`src/hdl/brdtw_ram.sv`:
```
`default_nettype none
module brdtw_ram #(
	parameter int WIDTH = 8,
	parameter int DEPTH = 16
) (
	input  wire logic                     clk,
	input  wire logic                     we,
	input  wire logic [$clog2(DEPTH)-1:0] waddr,
	input  wire logic [WIDTH-1:0]         wdata,
	input  wire logic                     re,
	input  wire logic [$clog2(DEPTH)-1:0] raddr,
	output logic      [WIDTH-1:0]         rdata
);
	logic [WIDTH-1:0] mem [DEPTH];

	always_ff @(posedge clk) begin
		if (we) begin
			mem[waddr] <= wdata;
		end
		if (re) begin
			rdata <= mem[raddr];
		end
	end
endmodule
`default_nettype wire

```
`config.mk`:
```
export PLATFORM = sky130hd
export DESIGN_NAME = brdtw_ram
export DESIGN_NICKNAME = d
export VERILOG_FILES = /design/src/hdl/brdtw_ram.sv
export SDC_FILE = /design/constraint.sdc
export NUM_CORES = 1
export LEC_CHECK = 0
export ABC_CLOCK_PERIOD_IN_PS = 1500
export BUFFER_PORTS_ARGS = -buffer_cell sky130_fd_sc_hd__buf_4
export CORE_AREA = 3 3 101 103
export CTS_BUF_LIST = sky130_fd_sc_hd__clkbuf_2 sky130_fd_sc_hd__clkbuf_4 sky130_fd_sc_hd__clkbuf_8
export DETAILED_ROUTE_END_ITERATION = 10
export DIE_AREA = 0 0 104 106
export PLACE_DENSITY = 0.87
export SLEW_MARGIN = 20
export SYNTH_ARGS = -nofsm -noshare
export SYNTH_HDL_FRONTEND = slang
export SYNTH_SLANG_ARGS = --single-unit
```
`constraint.sdc`:
```
create_clock -name clk -period 1.5 [get_ports clk]
set_input_delay 0.075 -clock clk [delete_from_list [all_inputs] [get_ports clk]]
set_output_delay 0.075 -clock clk [all_outputs]
set_load 0.1 [all_outputs]
```
Word level (Yosys, flattened, before mapping):

Memory sizes are Yosys's and may differ from the RTL's. A register that Yosys moved wholly into a read port is not among the register bits.
Index checks and enable logic that the tools add are counted.

* ROM bits: 0
* memories: 1
* latch bits: 0
* RAM bits: 128
* bits in registers: 0
* input port bits: 19
* word-level logic and storage cells: 3

Memories
* mem: depth 16, bits a word 8, rd ports 1, clocked after memory_dff 1, wr ports 1, line 14 `logic [WIDTH-1:0] mem [DEPTH];`

* magnitude comparators: 0
* multipliers: 0
* reductions and logical operators: 0
* equality and inequality tests: 0
* divide/modulo/power cells: 0
* bitwise logic cells: 0
* muxes and demuxes: 2
* shifts and indexed selects: 0
* add/subtract/negate cells: 0

Operators by type and width (number)
* $mux 1: 2

Logic depth before layout (Yosys ltp):

Gate-level depths: netlist of the first run.

* depth in word-level cells: 2
* depth in mapped cells: 5
* mapped depth without buffers: 3

Worst setup path before layout of the first run:

Ideal clock, no wire load.

* kind: input port to flip-flop
* from: in waddr[2]
* to: mem mem[0][0], enable pin
* arrival: 1.185 ns
* path slack: -0.068 ns
* data required time: 1.117 ns
* cell stages on the path: 2
* path through: or3b_2 > nor3_1

RTL lines
* start: declaration: line 8 `input wire logic [$clog2(DEPTH)-1:0] waddr,`
* end: declaration: line 14

Straight into the memory's write port.

==> results of run 1 <==
[cell usage after synthesis, types with 2 or more instances]
master,count,area share (%)
nand2_1,9,0.65
nand3b_1,2,0.29
nor3_1,4,0.38
mux4_2,18,7.8
nand2b_1,2,0.24
edfxtp_1,136,78
nor2_1,13,0.93
mux4_1,14,7.0
buf_6,3,0.65
a22oi_1,16,2.3
buf_2,3,0.29
clkdlybuf4s25_2,3,0.57
[state kept, by name, summed over array words and instances, names as in the netlist]
| signal | flops |
|---|---|
| rdata | 8 |
| mem | 128 |
[worst max-delay path by stage]
stage / start / endpoint / slack (ns) / cells after the start
6_report: mem[11][0]$_DFFE_PP_ / rdata[0]$_DFFE_PP_ / -0.004 / 3
5_1_grt: mem[9][5]$_DFFE_PP_ / rdata[5]$_DFFE_PP_ / 0.002 / 3
4_1_cts: mem[8][3]$_DFFE_PP_ / rdata[3]$_DFFE_PP_ / 0.01 / 3
3_5_place_dp: raddr[0] / rdata[3]$_DFFE_PP_ / -0.13 / 5
3_3_place_gp: raddr[0] / rdata[5]$_DFFE_PP_ / -0.08 / 5
2_1_floorplan: raddr[0] / rdata[1]$_DFFE_PP_ / 0.14 / 5
[layout make-up]
cell class / count / share of cell area, %
Tap cell: 129 / 2.60
Clock inverter: 15 / 2.23
Multi-Input combinational cell: 83 / 17.4
Timing Repair Buffer: 61 / 8.34
Sequential cell: 136 / 65.7
Clock buffer: 17 / 3.76
[cell families (layout without fill, tap and decap cells)]
family	after synthesis	after routing	share of synthesized area, %
AO/OA/AOI/OAI	16	16	2.30
buffers and inverters	10	93	1.65
flip-flops	136	136	78.1
multiplexers	32	32	14.8
AND/OR/NAND/NOR	35	35	3.14
[worst max-delay path, cell delays in order, from the launching register on]
cell and delay, ns:
edfxtp_1 0.36, mux4_2 0.48, a22oi_1 0.32, nand2_1 0.09
[per-layer routing]
layer	vias to the layer above	global-route usage (%)
met4	0	8.64
met2	122	28.5
met5	-	0
met3	21	6.13
li1	1121	-
met1	1277	25.7
[report_power, final]
part	internal, mW	leakage, nW	switching (mW)
Sequential	4.28	1.24	0.0246
Combinational	0.227	0.680	0.361
Clock	1.34	0.190	1.42
Total	5.84	2.11	1.81
[per-stage QoR]
stage	area (µm²)	hold WS, ns	worst slack [ns]	TNS (ns)	instances
4_1_cts	6210	0.132	0.0103	0	441
3_3_place_gp	5740	0.377	-0.0762	-0.215	400
2_1_floorplan	5230	0.174	0.143	0	229
5_1_grt	6210	0.147	0.00244	0	441
6_report	6210	0.160	-0.00353	-0.00353	441
3_5_place_dp	5740	0.396	-0.130	-0.486	400
[timing repair]
action / in CTS / in global routing
hold endpoints to repair: 136 / 0
resized for setup: 2 / 3
pin swaps: 0 / 1
setup endpoints to repair: 2 / 3
hold buffers: 9 / 0
gates cloned: 0 / 0
==> results by group, run 1 <==
Detailed routing
  • Starting DRT DRC Count: between 200 and 250
  • 1st-pass router iterations: 4
  • Post-route ant nets: 0
  • DR DRC count: 0
  • Vias: 2541
  • DR WL met3: just under 700 µm
  • Uppermost layer routed: met4
  • Via density: around 5.8
  • Avg WL per Cell: 21.6 µm
  • WL final: 9.53 mm
  • Routed met2 length: between 4 and 5 mm
  • M1 wire length: 3.89 mm

Timing
  • Layout Skew: 0.00680 ns
  • RSZ-0062 raised after global routing: no
  • Tightest Pin Transition: ~0.4 ns
  • Fmax achieved: 665 MHz
  • Tcrit/Tclk final: 100%
  • Slew HR: 72.9%
  • Final setup margin: -0.00353 ns
  • Final hold vios: 0
  • Final slew viol count: 0
  • # setup viols final: 1
  • Min Clock Period, post-route: 1.50 ns

Cells and area
  • Core Util, Final: 66.9%
  • Footprint of the multi-input gates: 1080 µm²
  • # fillers: 587
  • Net count, final: 318
  • N_diodes: 0
  • Syn-to-layout area delta: 18.9%
  • Commonest non-fill, non-tap cell in the layout: edfxtp_1
  • Layout cell share with drive strength beyond 1: 34.6%
  • Most frequent cells in the layout: edfxtp_1, buf_4, mux4_2
  • Sequential Area: between 4000 and 5000 µm²

Flow run
  • Number of max-cap violations: 0

Min path
  • Hold_sp: waddr[0]
  • Worst Hold Path Cells: 3
  • Min-Delay Path Class: in2reg
  • Hold EP: mem[0][0]$_DFFE_PP_

Clocking
  • Clock sink total: 136
  • Post-CTS Setup Bufs: 0
  • Worst skew pair latency: 0.43 ns
  • CTS tree: done
  • TritonCTS Buffers: 17
  • # H-tree levels: 4
  • Clock Path Buffers: 2
  • Root buf cell: clkbuf_8
  • Reg clk slew, reported paths: 0.08 ns

Logic synthesis
  • Register area share after synthesis: between 70 and 80%
  • Post-Syn Area: 5230 µm²
  • Unique masters post-synth: 18
  • Post-synth EDFFs: about 140
  • FF+latch count, synth: 136
  • Yosys warnings: 0
  • Syn Area/Cell: about 23 µm²
  • Syn Inst Count: 229
  • Prevailing post-synth register cell: edfxtp_1
  • Post-synthesis net count: about 250
  • Async SR Flop Fraction: 0%

Setup path
  • Reg2Reg Depth: 3
  • Worst Path Max Fanout: 1
  • CP required: around 1.7 ns
  • R2r endpoint: rdata[0]$_DFFE_PP_
  • R2R Setup Slk: -0.004 ns
  • Worst endpoint data arrival time: ~1.7 ns
  • CP Class: reg2reg
  • Critical path capture point type: flip-flop
  • Startpoint Class: flip-flop
  • RR Startpoint: mem[11][0]$_DFFE_PP_

Global routing
  • GRT Util Overall: 19.0%
  • Largest net degree at the start of global routing: 19
  • Total gr overflow: 0
  • Number of global-route vias before repair: 2701
  • Antenna violations before repair: 0
  • Global-route wire length before repair: 15.2 mm

Die
  • CORE AREA: 9280 µm²
  • Row cnt: 35
  • Initial Util: a little under three fifths
  • Ports: 27
  • Die W: roughly 100 µm
  • Die height: 106 µm
  • Die ar.: 11000 µm²

Placed design
  • Gpl congestion: around 0.76
  • Port bufs: 26
  • Hpwl dp: about 6.3 mm

Pwr
  • LEAKAGE: roughly 2.1 nW
  • Max rail drop VDD: 0.000705 V
  • P per Cell Area: 1230 nW/µm²
  • Power after layout: 7.65 mW

Status
  • Status: finished, violations left
  • Violated checks: negative setup slack
No activity file was read; power rests on OpenSTA's default activity.
==> run 2: changes to the inputs <==
--- a/config.mk
+++ b/config.mk
@@ -12,6 +12,7 @@
 export DETAILED_ROUTE_END_ITERATION = 10
 export DIE_AREA = 0 0 104 106
 export PLACE_DENSITY = 0.87
+export SETUP_SLACK_MARGIN = 0.5
 export SLEW_MARGIN = 20
 export SYNTH_ARGS = -nofsm -noshare
 export SYNTH_HDL_FRONTEND = slang
==> results by group, run 2 (synthesis results as in run 1) <==
Status
  • Status: complete, no violations

Cells and area
  • Footprint of the multi-input gates: 1130 µm²
  • N_diodes: 0
  • Largest register FFs: roughly 130
  • Biggest regs: mem x128, rdata x8
  • Most frequent cells in the layout: edfxtp_1, mux4_2, buf_4
  • Syn-to-layout area delta: 20.4%
  • Most flops, register: mem
  • Commonest non-fill, non-tap cell in the layout: edfxtp_1
  • Finished Layout Cells: 434
  • Sequential Area: between 4000 and 5000 µm²
  • Layout cell share with drive strength beyond 1: 42.3%
  • Net count, final: between 300 and 400
  • # fillers: about 600

Pwr
  • Max rail drop VDD: around 0.00073 V
  • Clk pwr share: a little over a third
  • P_sw: around 1.7 mW
  • Internal: 5.97 mW
  • Register share of total power: 56.1%
  • P per Cell Area: 1220 nW/µm²
  • Logic pwr share: 8.2%
  • LEAKAGE: between 2 and 2.5 nW
  • Switching Fraction: between 20 and 25%
  • Power after layout: 7.68 mW

Placed design
  • Port bufs: 26
  • Placed insts: 394
  • Gpl congestion: about 0.74
  • Hpwl dp: 6.49 mm

Timing
  • Final slew viol count: 0
  • # setup viols final: 0
  • Min Clock Period, post-route: 1.42 ns
  • Layout Skew: between 0.01 and 0.015 ns
  • Tightest Pin Transition: 0.428 ns
  • Tcrit/Tclk final: 94.6%
  • Final hold vios: 0
  • Slew HR: 71.5%
  • Fin Hold WS: about 0.18 ns
  • RSZ-0062 raised after global routing: yes
  • Fmax achieved: ~700 MHz

Flow run
  • Number of max-cap violations: 0

Clocking
  • # H-tree levels: 4
  • Worst skew pair latency: 0.42 ns
  • Clock Path Buffers: 2
  • Root buf cell: clkbuf_8
  • Post-CTS Setup Bufs: 0
  • TritonCTS Buffers: 17
  • CTS tree: done
  • Clock sink total: 136
  • Reg clk slew, reported paths: 0.07 ns

Setup path
  • Cells along the critical path: mux4_2 > a22oi_2 > nand2_1
  • CP Buf/Inv Count: 0
  • Worst endpoint data arrival time: 1.58 ns
  • Startpoint Class: flip-flop
  • Critical path capture point type: flip-flop
  • Slowest cell on crit path: mux4_2
  • Worst Path Max Fanout: 1
  • Cell family with the largest share of critical-path delay: multiplexers
  • CP required: 1.66 ns
  • CP Class: reg2reg
  • Slowest stage delay, CP: 0.53 ns

Die
  • Die height: 106 µm
  • Initial Util: 56.3%
  • Die ar.: 11000 µm²
  • CORE AREA: roughly 9300 µm²
  • Die W: 104 µm
  • Ports: 27
  • Row cnt: 35

Global routing
  • Largest net degree at the start of global routing: 17
  • Number of global-route vias before repair: 2582
  • Global-route wire length before repair: 15.2 mm
  • Antenna violations before repair: 0
  • Total gr overflow: 0
  • GRT Util Overall: around a fifth

Detailed routing
  • Post-route ant nets: 0
  • Starting DRT DRC Count: 206
  • DR DRC count: 0
  • Via density: 5.77
  • 1st-pass router iterations: 5
  • Vias: 2504
  • Avg WL per Cell: around 22 µm
  • WL final: between 9 and 10 mm

Min path
  • Min-Delay Path Class: in2reg
run 2: what timing repair did:
item | in CTS | in global routing
resized for setup | 12 | 4
setup endpoints to repair | 16 | 16
endpoints found under the hold margin | 136 | 0
hold buffers | 9 | 0
run 2: per-layer routing:
metal | GRT usage, % | up-vias | routed length (µm)
li1 | - | 1092 | -
met1 | 26.3 | 1288 | 3980
met2 | 30.5 | 116 | 4920
met3 | 4.86 | 8 | 686
met4 | 7.41 | 0 | 121
met5 | 0 | - | 0
run 2: final cells by class:
class / instances / share of cell area, %
multi-input combinational: 83 / 17.9
clock inverter: 14 / 2.15
tap: 129 / 2.56
timing repair buffer: 55 / 8.78
sequential: 136 / 64.9
clock buffer: 17 / 3.72
run 2: path summary, 6_finish.rpt:
path                   startpoint             endpoint  slack (ns)  cells past startpoint
min reg2reg  mem[15][0]$_DFFE_PP_   rdata[0]$_DFFE_PP_        0.75                      3
min                      waddr[1]  mem[0][1]$_DFFE_PP_        0.18                      3
max           mem[3][5]$_DFFE_PP_   rdata[5]$_DFFE_PP_        0.08                      3
max reg2reg   mem[3][5]$_DFFE_PP_   rdata[5]$_DFFE_PP_        0.08                      3
run 2: power by group through the flow:
stage / clock (mW) / sequential (mW) / combinational [mW]
CTS: 2.80 / 4.31 / 0.625
detailed placement: 0 / 4.39 / 0.587
floorplan: 0 / 4.51 / 0.248
global route: 2.96 / 4.31 / 0.665
finish: 2.74 / 4.31 / 0.628
global placement: 0 / 4.38 / 0.570
run 2: worst min-delay path, cell delays in order:
cell	delay, ns
buf_4	0.16
nor3_4	0.06
buf_12	0.14
run 2: through the flow:
step	util [%]	TNS, ns	setup slack (ns)	cell area (µm²)
after floorplan	-	0	0.223	5290
after global placement	62.1	-0.166	-0.0605	5770
after detailed placement	62.1	-0.238	-0.106	5770
after CTS	67.6	0	0.0588	6280
after global routing	67.8	0	0.0402	6300
final	67.8	0	0.0811	6300
