### src/hdl/brdtw_pkg.sv
`default_nettype none
package brdtw_pkg;

	localparam int MAX_LEN     = 1024;
	localparam int MAX_BAND    = 64;
	localparam int MAX_REGION  = 16;
	localparam int SAMPLE_BITS = 16;
	localparam int FRAC_BITS   = 8;

	// register widths
	localparam int SEQ_W    = 11;
	localparam int BAND_W   = 7;
	localparam int REGION_W = 5;
	localparam int RST_SEQ_LENGTH  = 1024;
	localparam int RST_BAND_HALF   = 8;
	localparam int RST_REGION_HALF = 2;

	localparam int PADDR_W = 4;
	localparam int PDATA_W = 32;

	localparam int IDX_W      = 11;
	localparam int LEN_W      = $clog2(MAX_LEN);
	localparam int BAND_SLOTS = 2 * MAX_BAND + 1;
	localparam int OFF_W      = $clog2(BAND_SLOTS);
	localparam int CROW_DEPTH = 2 * BAND_SLOTS;
	localparam int CADDR_W    = $clog2(CROW_DEPTH);
	localparam int DIR_DEPTH  = MAX_LEN * BAND_SLOTS;
	localparam int DIR_AW     = $clog2(DIR_DEPTH);
	localparam int PATH_DEPTH = 2 * MAX_LEN;
	localparam int PATH_AW    = $clog2(PATH_DEPTH);

	localparam int COST_W  = 56;
	localparam int STEPS_W = 11;
	localparam int WSUM_W  = 40;
	localparam int CW_W    = COST_W + STEPS_W;
	localparam int TERMS_W = $clog2(2 * MAX_REGION + 2);

	localparam int DIFF_W = SAMPLE_BITS + 1;
	localparam int PROD_W = 2 * DIFF_W;

	localparam int DVD_W     = WSUM_W + FRAC_BITS;
	localparam int DIV_BITS  = 8;
	localparam int DIV_STEPS = DVD_W / DIV_BITS;
	localparam int DSTEP_W   = $clog2(DIV_STEPS + 1);

	localparam int IN_DATA_W  = 48;
	localparam int OUT_DATA_W = 88;
	localparam int USER_W     = 2;

	localparam logic [COST_W-1:0] COST_MAX = {COST_W{1'b1}};
	localparam logic [WSUM_W-1:0] WSUM_MAX = {WSUM_W{1'b1}};
	localparam logic [COST_W:0]   UNREACH  = {1'b1, {COST_W{1'b0}}};

	typedef enum logic [1:0] {
		OP_LOAD    = 2'd0,
		OP_COMPUTE = 2'd1,
		OP_READ    = 2'd2
	} op_t;

	typedef enum logic [1:0] {
		ST_OK        = 2'd0,
		ST_RANGE     = 2'd1,
		ST_NOT_READY = 2'd2
	} status_t;

	typedef enum logic [1:0] {
		MOVE_VERTICAL   = 2'd0,
		MOVE_HORIZONTAL = 2'd1,
		MOVE_DIAGONAL   = 2'd2
	} dir_t;

	typedef enum logic [1:0] {
		REG_SEQ_LENGTH        = 2'd0,
		REG_BAND_HALF_WIDTH   = 2'd1,
		REG_REGION_HALF_WIDTH = 2'd2
	} reg_idx_t;

	typedef enum logic [3:0] {
		S_IDLE, S_START, S_ROW, S_CELL, S_RDV, S_CAPV, S_SUM, S_DIV_GO,
		S_DIV, S_SEL, S_UPD, S_BT_INIT, S_BT_WR, S_BT_MV, S_FIN, S_READ
	} state_t;

	// clamped settings as used by the datapath
	typedef struct packed {
		logic [LEN_W-1:0]    len_m1;
		logic [BAND_W-1:0]   band;
		logic [REGION_W-1:0] region;
	} cfg_t;

endpackage
`default_nettype wire

### src/hdl/brdtw_div.sv
`default_nettype none
module brdtw_div (
	input  wire logic                            clk,
	input  wire logic                            arst_n,
	input  wire logic                            start,
	input  wire logic [brdtw_pkg::DVD_W-1:0]     dividend,
	input  wire logic [brdtw_pkg::TERMS_W-1:0]   divisor,
	output logic                                 done,
	output logic      [brdtw_pkg::DVD_W-1:0]     quotient
);
	import brdtw_pkg::*;

	logic [DVD_W-1:0]   q_q, q_n;
	logic [TERMS_W-1:0] rem_q, rem_n;
	logic [DSTEP_W-1:0] step_q;
	logic               busy_q, done_q;

	// restoring division, DIV_BITS quotient bits per cycle
	always_comb begin
		logic [TERMS_W:0]   t;
		logic [TERMS_W-1:0] r;
		logic [DVD_W-1:0]   q;
		r = rem_q;
		q = q_q;
		for (int k = 0; k < DIV_BITS; k++) begin
			t = {r, q[DVD_W-1]};
			q = {q[DVD_W-2:0], 1'b0};
			if (t >= {1'b0, divisor}) begin
				t    = t - {1'b0, divisor};
				q[0] = 1'b1;
			end
			r = t[TERMS_W-1:0];
		end
		q_n   = q;
		rem_n = r;
	end

	always_ff @(posedge clk or negedge arst_n) begin
		if (!arst_n) begin
			busy_q <= 1'b0;
			done_q <= 1'b0;
			step_q <= '0;
		end else begin
			done_q <= busy_q && (step_q == DSTEP_W'(1));
			if (start) begin
				busy_q <= 1'b1;
				step_q <= DSTEP_W'(DIV_STEPS);
			end else if (busy_q) begin
				step_q <= step_q - 1'b1;
				if (step_q == DSTEP_W'(1)) begin
					busy_q <= 1'b0;
				end
			end
		end
	end

	always_ff @(posedge clk) begin
		if (start) begin
			q_q   <= dividend;
			rem_q <= '0;
		end else if (busy_q) begin
			q_q   <= q_n;
			rem_q <= rem_n;
		end
	end

	assign done     = done_q;
	assign quotient = q_q;
endmodule
`default_nettype wire

### config.mk
export PLATFORM = sky130hd
export DESIGN_NAME = brdtw_div
export DESIGN_NICKNAME = d
export VERILOG_FILES = /design/src/hdl/brdtw_pkg.sv /design/src/hdl/brdtw_div.sv
export SDC_FILE = /design/constraint.sdc
export NUM_CORES = 1
export LEC_CHECK = 0
export ABC_AREA = 1
export BUFFER_PORTS_ARGS = -buffer_cell sky130_fd_sc_hd__buf_2
export CAP_MARGIN = 20
export CORE_MARGIN = 2
export CORE_UTILIZATION = 56
export CTS_CLUSTER_SIZE = 8
export DETAILED_ROUTE_END_ITERATION = 6
export MAX_ROUTING_LAYER = met4
export PLACE_DENSITY = 0.81
export SYNTH_ARGS = -nofsm -noshare
export SYNTH_HDL_FRONTEND = slang
export SYNTH_SLANG_ARGS = --single-unit
### constraint.sdc
create_clock -name clk -period 16.6 [get_ports clk]
set_input_delay 0.83 -clock clk [delete_from_list [all_inputs] [get_ports clk]]
set_output_delay 0.83 -clock clk [all_outputs]
set_load 0.01 [all_outputs]
# Word-level counts from Yosys, hierarchy flattened
# Cells that the tools add are included.
[word_totals]
regBits = 59
mem_count = 0
ramBits = 0
inputBits = 57
output_inout_bits = 49
word_cells = 48
romBits = 0
latchBits = 0
[op_classes]
n_mux = 23
n_reduce_logical = 2
bitwise_logic = 0
shifts = 0
n_mul = 0
n_lt_le_gt_ge = 8
div = 0
eq_ne = 1
add_sub_neg = 9
[ops]
columns = ["cell", "n"]
rows = [
  ["2-to-1 mux 48 bit", 2],
  ["greater-or-equal comparator 7 x 6 -> 1 bit", 8],
  ["2-to-1 mux 6 bit", 8],
  ["subtractor 6 bit", 8],
  ["2-to-1 mux 1 bit", 11],
  ["2-to-1 mux 3 bit", 2],
  ["equality test 3 x 1 -> 1 bit (second input constant)", 1],
  ["subtractor 3 x 1 -> 3 bit (second input constant)", 1],
  ["nonzero test 2 bit", 1],
  ["logical AND 1 bit", 1],
]

# Longest topological paths before layout
# Gate-level depths: netlist of the first run.
[logic_depth]
depth_word = 18
mapped_depth = 91

# Worst setup path before layout of the first run
# Ideal clock, no wire load.
[synth_timing]
path_kind = "input to register"
start = "input divisor[1] (netlist bit)"
end = "register q_q[0], in the netlist quotient[0], data pin"
path_stages = 83
arrival_time_ns = 12.094
setup_ns = 0.272
n_path_buf = 1
required_time_ns = 16.328
path_slack_ns = 4.234
path_cell_list = "inv_1 > ha_1 > nand3_1 > nand3_1 > nand2_2 > nand2_2 > buf_6 > o21ai_0 > inv_1 > ha_1 > nand3_1 > nand3_1 > a21oi_1 > nand2_1 > inv_2 > nand2_4 > o21ai_0 > ha_1 > (+47 left out) > a21oi_1 > o21bai_1 > a221oi_1 > inv_1 > nor2_4 > nand3_1 > nand2_1 > inv_1 > ha_1 > a21oi_1 > nand2_1 > a21oi_1 > nor2_1 > nor2_1 > o21a_1 > inv_1 > nor2_4 > a31oi_1"
[synth_between]
elab_chain_cells = 18
[synth_rtl]
columns = ["item", "line_no", "rtl"]
rows = [
  ["from (decl)", "brdtw_div.sv:7", "input wire logic [brdtw_pkg::TERMS_W-1:0] divisor,"],
  ["subtractor 6 bit or greater-or-equal comparator 7 x 6 -> 1 bit (tied branches)", "brdtw_div.sv:29, brdtw_div.sv:28", ""],
  ["2-to-1 mux 6 bit", "brdtw_div.sv:28", "if (t >= {1'b0, divisor}) begin"],
  ["subtractor 6 bit or greater-or-equal comparator 7 x 6 -> 1 bit (tied branches)", "brdtw_div.sv:29, brdtw_div.sv:28", ""],
  ["2-to-1 mux 6 bit", "brdtw_div.sv:28", ""],
  ["subtractor 6 bit or greater-or-equal comparator 7 x 6 -> 1 bit (tied branches)", "brdtw_div.sv:29, brdtw_div.sv:28", ""],
  ["2-to-1 mux 6 bit", "brdtw_div.sv:28", ""],
  ["subtractor 6 bit or greater-or-equal comparator 7 x 6 -> 1 bit (tied branches)", "brdtw_div.sv:29, brdtw_div.sv:28", ""],
  ["2-to-1 mux 6 bit", "brdtw_div.sv:28", ""],
  ["(+2 left out)", "--", ""],
  ["greater-or-equal comparator 7 x 6 -> 1 bit or subtractor 6 bit (tied branches)", "brdtw_div.sv:28, brdtw_div.sv:29", ""],
  ["2-to-1 mux 6 bit", "brdtw_div.sv:28", ""],
  ["subtractor 6 bit or greater-or-equal comparator 7 x 6 -> 1 bit (tied branches)", "brdtw_div.sv:29, brdtw_div.sv:28", ""],
  ["2-to-1 mux 6 bit", "brdtw_div.sv:28", ""],
  ["greater-or-equal comparator 7 x 6 -> 1 bit *", "brdtw_div.sv:28", ""],
  ["2-to-1 mux 1 bit *", "brdtw_div.sv:28", ""],
  ["2-to-1 mux 48 bit *", "brdtw_div.sv:61", "end else if (busy_q) begin"],
  ["2-to-1 mux 48 bit *", "brdtw_div.sv:58", "if (start) begin"],
  ["to (signal assigned)", "brdtw_div.sv:59", "q_q <= dividend;"],
  ["to (signal assigned)", "brdtw_div.sv:62", "q_q <= q_n;"],
  ["to (decl)", "brdtw_div.sv:13", "logic [DVD_W-1:0] q_q, q_n;"],
]
# Every way passes the cells marked *; elsewhere a longest branch is shown, timed or not. The select of a mux whose other input is x is not followed.
# A chain may end at the register's enable or synchronous reset.

# Final worst setup path of the first run
[layout_timing]
start = "input divisor[1] (netlist bit)"
end = "register rem_q[4]"
[layout_between]
elab_chain_cells = 16
[layout_rtl]
columns = ["item", "line_no", "rtl"]
rows = [
  ["subtractor 6 bit or greater-or-equal comparator 7 x 6 -> 1 bit (tied branches)", "brdtw_div.sv:29, brdtw_div.sv:28", ""],
  ["2-to-1 mux 6 bit", "brdtw_div.sv:28", ""],
  ["subtractor 6 bit or greater-or-equal comparator 7 x 6 -> 1 bit (tied branches)", "brdtw_div.sv:29, brdtw_div.sv:28", ""],
  ["2-to-1 mux 6 bit", "brdtw_div.sv:28", ""],
  ["subtractor 6 bit or greater-or-equal comparator 7 x 6 -> 1 bit (tied branches)", "brdtw_div.sv:29, brdtw_div.sv:28", ""],
  ["2-to-1 mux 6 bit", "brdtw_div.sv:28", ""],
  ["subtractor 6 bit or greater-or-equal comparator 7 x 6 -> 1 bit (tied branches)", "brdtw_div.sv:29, brdtw_div.sv:28", ""],
  ["2-to-1 mux 6 bit", "brdtw_div.sv:28", ""],
  ["subtractor 6 bit or greater-or-equal comparator 7 x 6 -> 1 bit (tied branches)", "brdtw_div.sv:29, brdtw_div.sv:28", ""],
  ["2-to-1 mux 6 bit", "brdtw_div.sv:28", ""],
  ["greater-or-equal comparator 7 x 6 -> 1 bit or subtractor 6 bit (tied branches)", "brdtw_div.sv:28, brdtw_div.sv:29", ""],
  ["2-to-1 mux 6 bit", "brdtw_div.sv:28", ""],
  ["subtractor 6 bit or greater-or-equal comparator 7 x 6 -> 1 bit (tied branches)", "brdtw_div.sv:29, brdtw_div.sv:28", ""],
  ["2-to-1 mux 6 bit", "brdtw_div.sv:28", ""],
  ["subtractor 6 bit or greater-or-equal comparator 7 x 6 -> 1 bit (tied branches)", "brdtw_div.sv:29, brdtw_div.sv:28", ""],
  ["2-to-1 mux 6 bit *", "brdtw_div.sv:28", ""],
  ["to (signal assigned)", "brdtw_div.sv:63", "rem_q <= rem_n;"],
  ["to (decl)", "brdtw_div.sv:14", "logic [TERMS_W-1:0] rem_q, rem_n;"],
]
# Every way passes the cells marked *; elsewhere a longest branch is shown, timed or not.

==> impl_metrics.env, run 1 <==
export IMPL_slowest_delay_ps=570
export IMPL_num_vias=5008
export IMPL_min_period_over_period_pct=88.0
export IMPL_drive_gt1_share_pct=19.8
export IMPL_worst_r2r_cell_count=84
export IMPL_maximum_number_of_pins_on_one_net_before_global_route_repair=53
export IMPL_cts_sinks=59
export IMPL_hold_worst_slack_ps=297
export IMPL_num_rows=35
export IMPL_layout_nets=922
export IMPL_cpLargestDelayFamily="compound AO/OA/AOI/OAI gates"
export IMPL_synth_ff_latch_count=59
export IMPL_final_hold_viol_count=0
export IMPL_top_level_ports=106
export IMPL_timing_critical_path_fanout_max=12
export IMPL_finClkSkew_ps=13.7
export IMPL_timing_worst_setup_path_type="primary input to flip-flop"
export IMPL_rsz0062_at_grt="false"
export IMPL_post_route_min_period_ps=14600
export IMPL_layout_area_overhead_vs_synth_pct=15.8
export IMPL_cp_depth=86
export IMPL_post_synth_instance_area_um2=5270
export IMPL_cts_root_buffer="sky130_fd_sc_hd__clkbuf_8"
export IMPL_synth_top_area_share_pct=27.4
export IMPL_dp_cells=907
export IMPL_crit_required_ps=16820
export IMPL_vias_in_the_first_global_route=4734
export IMPL_mappedNetlistNets=818
export IMPL_place_ws_ps=1970
export IMPL_max_slew_margin_rel_pct=33.9
export IMPL_status="finished, final reports clean"
export IMPL_cp_start_kind="primary input"
export IMPL_critical_path_arrival_ps=14820
export IMPL_detail_route_vias_per_cell=5.43
export IMPL_maxCapViolations=0
export IMPL_fp_coreArea_um2=9200
export IMPL_post_cts_repair_setup_buffers=0
export IMPL_holdBufCountCts=0
export IMPL_worst_r2r_end="rem_q[4]"
export IMPL_first_pass_iters=7
export IMPL_ant_nets_after_route=0
export IMPL_tritoncts_num_buffers=9
export IMPL_drt_initial_drc_count=376
export IMPL_synth_largest_area_cell="sky130_fd_sc_hd__edfxtp_1"
export IMPL_critical_path_most_common_cell="sky130_fd_sc_hd__nand2_1"
export IMPL_track_usage_pct=28.0
export IMPL_drt_drc_violations_left=0
export IMPL_synth_cells_most_frequent="sky130_fd_sc_hd__nand2_1, sky130_fd_sc_hd__inv_1, sky130_fd_sc_hd__nand3_1"
export IMPL_setup_viol=0
export IMPL_wire_length_of_the_first_global_routing_pass_um=21700
export IMPL_placement_io_buffers=105
export IMPL_critPathCaptureType="flip-flop"
export IMPL_synthesis_instances=703
export IMPL_initial_antenna_violation_count=0
export IMPL_antennaDiodeCount=0
export IMPL_die_footprint_um2=10200
export IMPL_crit_buf_inv=14
export IMPL_avgRoutedWirePerCell_um=15.1
export IMPL_worst_slew_pin_transition_ps=990
export IMPL_min_delay_path_class="primary input to asynchronous set/reset pin"
export IMPL_floorplan_initialDensity_pct=57.3
export IMPL_critPathLaunch="divisor[1]"
export IMPL_cpMaxStageDelayCell="sky130_fd_sc_hd__a221oi_1"
export IMPL_clk_latency_ps=330
export IMPL_final_setup_worst_slack_ps=2000
export IMPL_final_instance_count_excl_fill=923
export IMPL_critPathCapture="rem_q[4]"
export IMPL_rrSetupSlack_ps=2800
export IMPL_cts_tree="done"
export IMPL_synthArstFlopShare_pct=8.47
export IMPL_synth_seq_area_share_pct=32.0
export IMPL_synth_enable_flop_cells=48
export IMPL_ys_flop_type="sky130_fd_sc_hd__edfxtp_1"
export IMPL_globalplace_congestion=0.976
export IMPL_detailedPlacementHpwl_um=10700
export IMPL_fp_dieH_um=101
export IMPL_total_length_of_routed_wires_um=13900
export IMPL_max_freq_mhz=68.5
export IMPL_maxSlewViolCount=0
export IMPL_critical_path_reg2reg_startpoint="rem_q[1]"
export IMPL_synth_area_top_cells="sky130_fd_sc_hd__edfxtp_1, sky130_fd_sc_hd__nand2_1, sky130_fd_sc_hd__ha_1"
export IMPL_grt_ovfl_total=0
export IMPL_cts_resized_gates=0
export IMPL_syn_avg_cell_area_um2=7.49
export IMPL_clk_transition_reported_paths_ps=70
export IMPL_cts_htree_levels=3
export IMPL_synth_lib_cells_used_distinct=35
export IMPL_yosysMostFrequentCell="sky130_fd_sc_hd__nand2_1"
export IMPL_die_width_um=101
export IMPL_totalNegativeSetupSlack_ps=0
export IMPL_num_fill_cells=774
export IMPL_maximum_clock_path_buffer_count=2
export IMPL_yosys_warnings=0
==> flip-flops by register name, summed over array words and instances (netlist names) <==
name and count:
busy_q 1, done 1, quotient 48, rem_q 6, step_q 3
==> metrics by stage <==
stage	util (%)	instance area, um^2
2_1_floorplan	-	5270
3_3_place_gp	63.9	5880
3_5_place_dp	63.9	5880
4_1_cts	66.3	6100
5_1_grt	66.3	6100
6_report	66.3	6100
==> layer usage <==
metal | wire length [um] | track usage (%) | vias up
met4 | 243 | 9.67 | 0
met1 | 6180 | 35.9 | 2283
li1 | - | - | 2490
met5 | 0 | - | -
met2 | 6690 | 45.9 | 215
met3 | 802 | 3.61 | 20
==> cells by family after synthesis <==
family	count (synthesis)	share of synthesized area, %
AO/OA/AOI/OAI	69	7.50
XOR/XNOR	27	4.49
adder cells (fa/ha/maj)	58	14.9
buffers and inverters	107	7.91
flip-flops	59	32.0
AND/OR/NAND/NOR	383	33.2
==> layout make-up <==
| cell class | count | area (um^2) | share of cell area [%] |
|---|---|---|---|
| multi-input combinational | 537 | 3170 | 51.9 |
| inverter | 94 | 353 | 5.78 |
| timing repair buffer | 106 | 533 | 8.74 |
| clock buffer | 9 | 124 | 2.03 |
| clock inverter | 7 | 100 | 1.64 |
| sequential | 59 | 1690 | 27.6 |
| tap | 111 | 139 | 2.28 |
==> worst min path at each step <==
stage,startpoint,to,slack (ps),cells past startpoint
floorplan,rem_q[1],rem_q[1],450,2
global placement,rem_q[1],rem_q[1],480,2
detailed placement,rem_q[1],rem_q[1],480,2
CTS,arst_n,step_q[0],280,1
global route,arst_n,done,290,1
finish,arst_n,step_q[0],300,1
==> layout by cell type (no fill, tap or decap), drive strengths merged, types with 6 or more instances in the layout <==
cell type	synthesis	final
dfxtp	6	6
nand2	276	276
inv	93	94
ha	50	50
a31oi	9	9
nand4	10	10
buf	2	106
nand3	61	61
xnor2	14	14
clkbuf	11	9
a21oi	26	26
xor2	13	13
fa	8	8
o21ai	24	24
edfxtp	48	48
nor2	34	34
Power of run 1 is left out: the tool's default activity adds up to more than one toggle a clock period on the data nets, which glitch-free logic cannot reach.
==> run 2, diff against run 1 <==
--- a/config.mk
+++ b/config.mk
@@ -8,12 +8,14 @@
 export ABC_AREA = 1
 export BUFFER_PORTS_ARGS = -buffer_cell sky130_fd_sc_hd__buf_2
 export CAP_MARGIN = 20
+export CORE_ASPECT_RATIO = 0.9
 export CORE_MARGIN = 2
 export CORE_UTILIZATION = 56
 export CTS_CLUSTER_SIZE = 8
 export DETAILED_ROUTE_END_ITERATION = 6
 export MAX_ROUTING_LAYER = met4
 export PLACE_DENSITY = 0.81
+export REMOVE_ABC_BUFFERS = 1
 export SYNTH_ARGS = -nofsm -noshare
 export SYNTH_HDL_FRONTEND = slang
 export SYNTH_SLANG_ARGS = --single-unit
==> impl_metrics.env, run 2 (synthesis results as in run 1) <==
export IMPL_status="finished, final reports clean"
export IMPL_maximum_number_of_pins_on_one_net_before_global_route_repair=51
export IMPL_drive_gt1_share_pct=19.6
export IMPL_cpMaxStageDelayCell="sky130_fd_sc_hd__a221oi_1"
export IMPL_top_level_ports=106
export IMPL_global_route_usage_met3_pct=4.40
export IMPL_fp_coreArea_um2=9130
export IMPL_drt_drc_violations_left=0
export IMPL_die_width_um=106
export IMPL_grt_ovfl_total=0
export IMPL_first_pass_iters=5
export IMPL_timing_worst_setup_path_type="primary input to flip-flop"
export IMPL_cts_sinks=59
export IMPL_clk_latency_ps=340
export IMPL_holdBufCountCts=0
export IMPL_cts_root_buffer="sky130_fd_sc_hd__clkbuf_8"
export IMPL_post_route_min_period_ps=14170
export IMPL_antennaDiodeCount=0
export IMPL_clk_transition_reported_paths_ps=70
export IMPL_layout_area_overhead_vs_synth_pct=15.7
export IMPL_layout_nets=922
export IMPL_use_met2_pct=41.9
export IMPL_min_delay_path_class="primary input to asynchronous set/reset pin"
export IMPL_num_fill_cells=796
export IMPL_drt_initial_drc_count=267
export IMPL_gr_max_usage_layer="met2"
export IMPL_max_slew_margin_rel_pct=31.5
export IMPL_floorplan_initialDensity_pct=57.7
export IMPL_ant_nets_after_route=0
export IMPL_timing_critical_path_fanout_max=12
export IMPL_num_rows=33
export IMPL_groute_layer_met1_usage_pct=36.5
export IMPL_globalplace_congestion=1.01
export IMPL_num_vias=4933
export IMPL_cts_resized_gates=0
export IMPL_highest_count_cells_in_the_layout_ignoring_fill_and_taps="sky130_fd_sc_hd__nand2_1, sky130_fd_sc_hd__buf_2, sky130_fd_sc_hd__inv_1"
export IMPL_initial_antenna_violation_count=0
export IMPL_cp_start_kind="primary input"
export IMPL_cts_tree="done"
export IMPL_total_length_of_routed_wires_um=13100
export IMPL_crit_required_ps=16660
export IMPL_largest_register_ffs=48
export IMPL_min_period_over_period_pct=85.4
export IMPL_slowest_delay_ps=560
export IMPL_cts_htree_levels=3
export IMPL_worst_slew_pin_transition_ps=1030
export IMPL_critical_path_most_common_cell="sky130_fd_sc_hd__nand2_1"
export IMPL_maxCapViolations=0
export IMPL_setup_viol=0
export IMPL_track_usage_pct=27.2
export IMPL_die_footprint_um2=10200
export IMPL_critPathCaptureType="flip-flop"
export IMPL_placement_io_buffers=105
export IMPL_finClkSkew_ps=10.3
export IMPL_detail_route_vias_per_cell=5.29
export IMPL_final_hold_viol_count=0
export IMPL_max_freq_mhz=70.5
export IMPL_maximum_clock_path_buffer_count=2
export IMPL_totalNegativeSetupSlack_ps=0
export IMPL_rsz0062_at_grt="false"
export IMPL_avgRoutedWirePerCell_um=14.1
export IMPL_rrSetupSlack_ps=3080
export IMPL_vias_in_the_first_global_route=4642
export IMPL_fp_dieH_um=96.0
export IMPL_tritoncts_num_buffers=9
export IMPL_maxSlewViolCount=0
export IMPL_critical_path_arrival_ps=14230
export IMPL_detailedPlacementHpwl_um=10100
export IMPL_wire_length_of_the_first_global_routing_pass_um=21300
export IMPL_leading_cell_type_in_the_layout_fill_and_taps_excluded="sky130_fd_sc_hd__nand2_1"
export IMPL_post_cts_repair_setup_buffers=0
-- run 2: final cells by class --
class | instances | area [um^2] | area share [%]
clock buffer | 10 | 128 | 2.09
clock inverter | 5 | 78.8 | 1.29
inverter | 94 | 353 | 5.79
multi-input combinational | 537 | 3170 | 51.9
sequential | 59 | 1690 | 27.7
tap | 122 | 153 | 2.50
timing repair buffer | 106 | 533 | 8.74
-- run 2: worst paths after layout --
check / from / to / cells past startpoint
setup / recovery: divisor[1] / quotient[0] / 83
hold / removal: arst_n / busy_q / 1
setup reg to reg: rem_q[3] / quotient[0] / 81
hold reg to reg: step_q[2] / step_q[2] / 1
max in group asynchronous: arst_n / step_q[2] / 1
min in group clk: step_q[2] / step_q[2] / 1
-- run 2: stage by stage --
step	area, um^2	setup WS [ps]	hold slack, ps	cells	util (%)
3_5_place_dp	5890	2190	488	918	64.6
6_report	6100	2430	287	933	66.8
3_3_place_gp	5890	2810	473	918	64.6
4_1_cts	6100	2520	284	933	66.8
5_1_grt	6100	940	278	933	66.8
2_1_floorplan	5200	4250	445	690	-
-- run 2: routing by layer --
| metal | share of wire, % | vias up |
|---|---|---|
| met4 | 1.6 | 0 |
| met2 | 45 | 166 |
| li1 | - | 2493 |
| met3 | 6.7 | 22 |
| met1 | 47 | 2252 |
| met5 | 0 | - |
-- run 2: critical path, delay by kind of cell --
family | cells | cell delay (ps)
buffers and inverters | 13 | 1460
AOI/OAI and AO/OA | 24 | 4820
adders and majority gates | 8 | 2680
and+or+nand+nor | 38 | 4400
Power of run 2 is left out for the same reason.
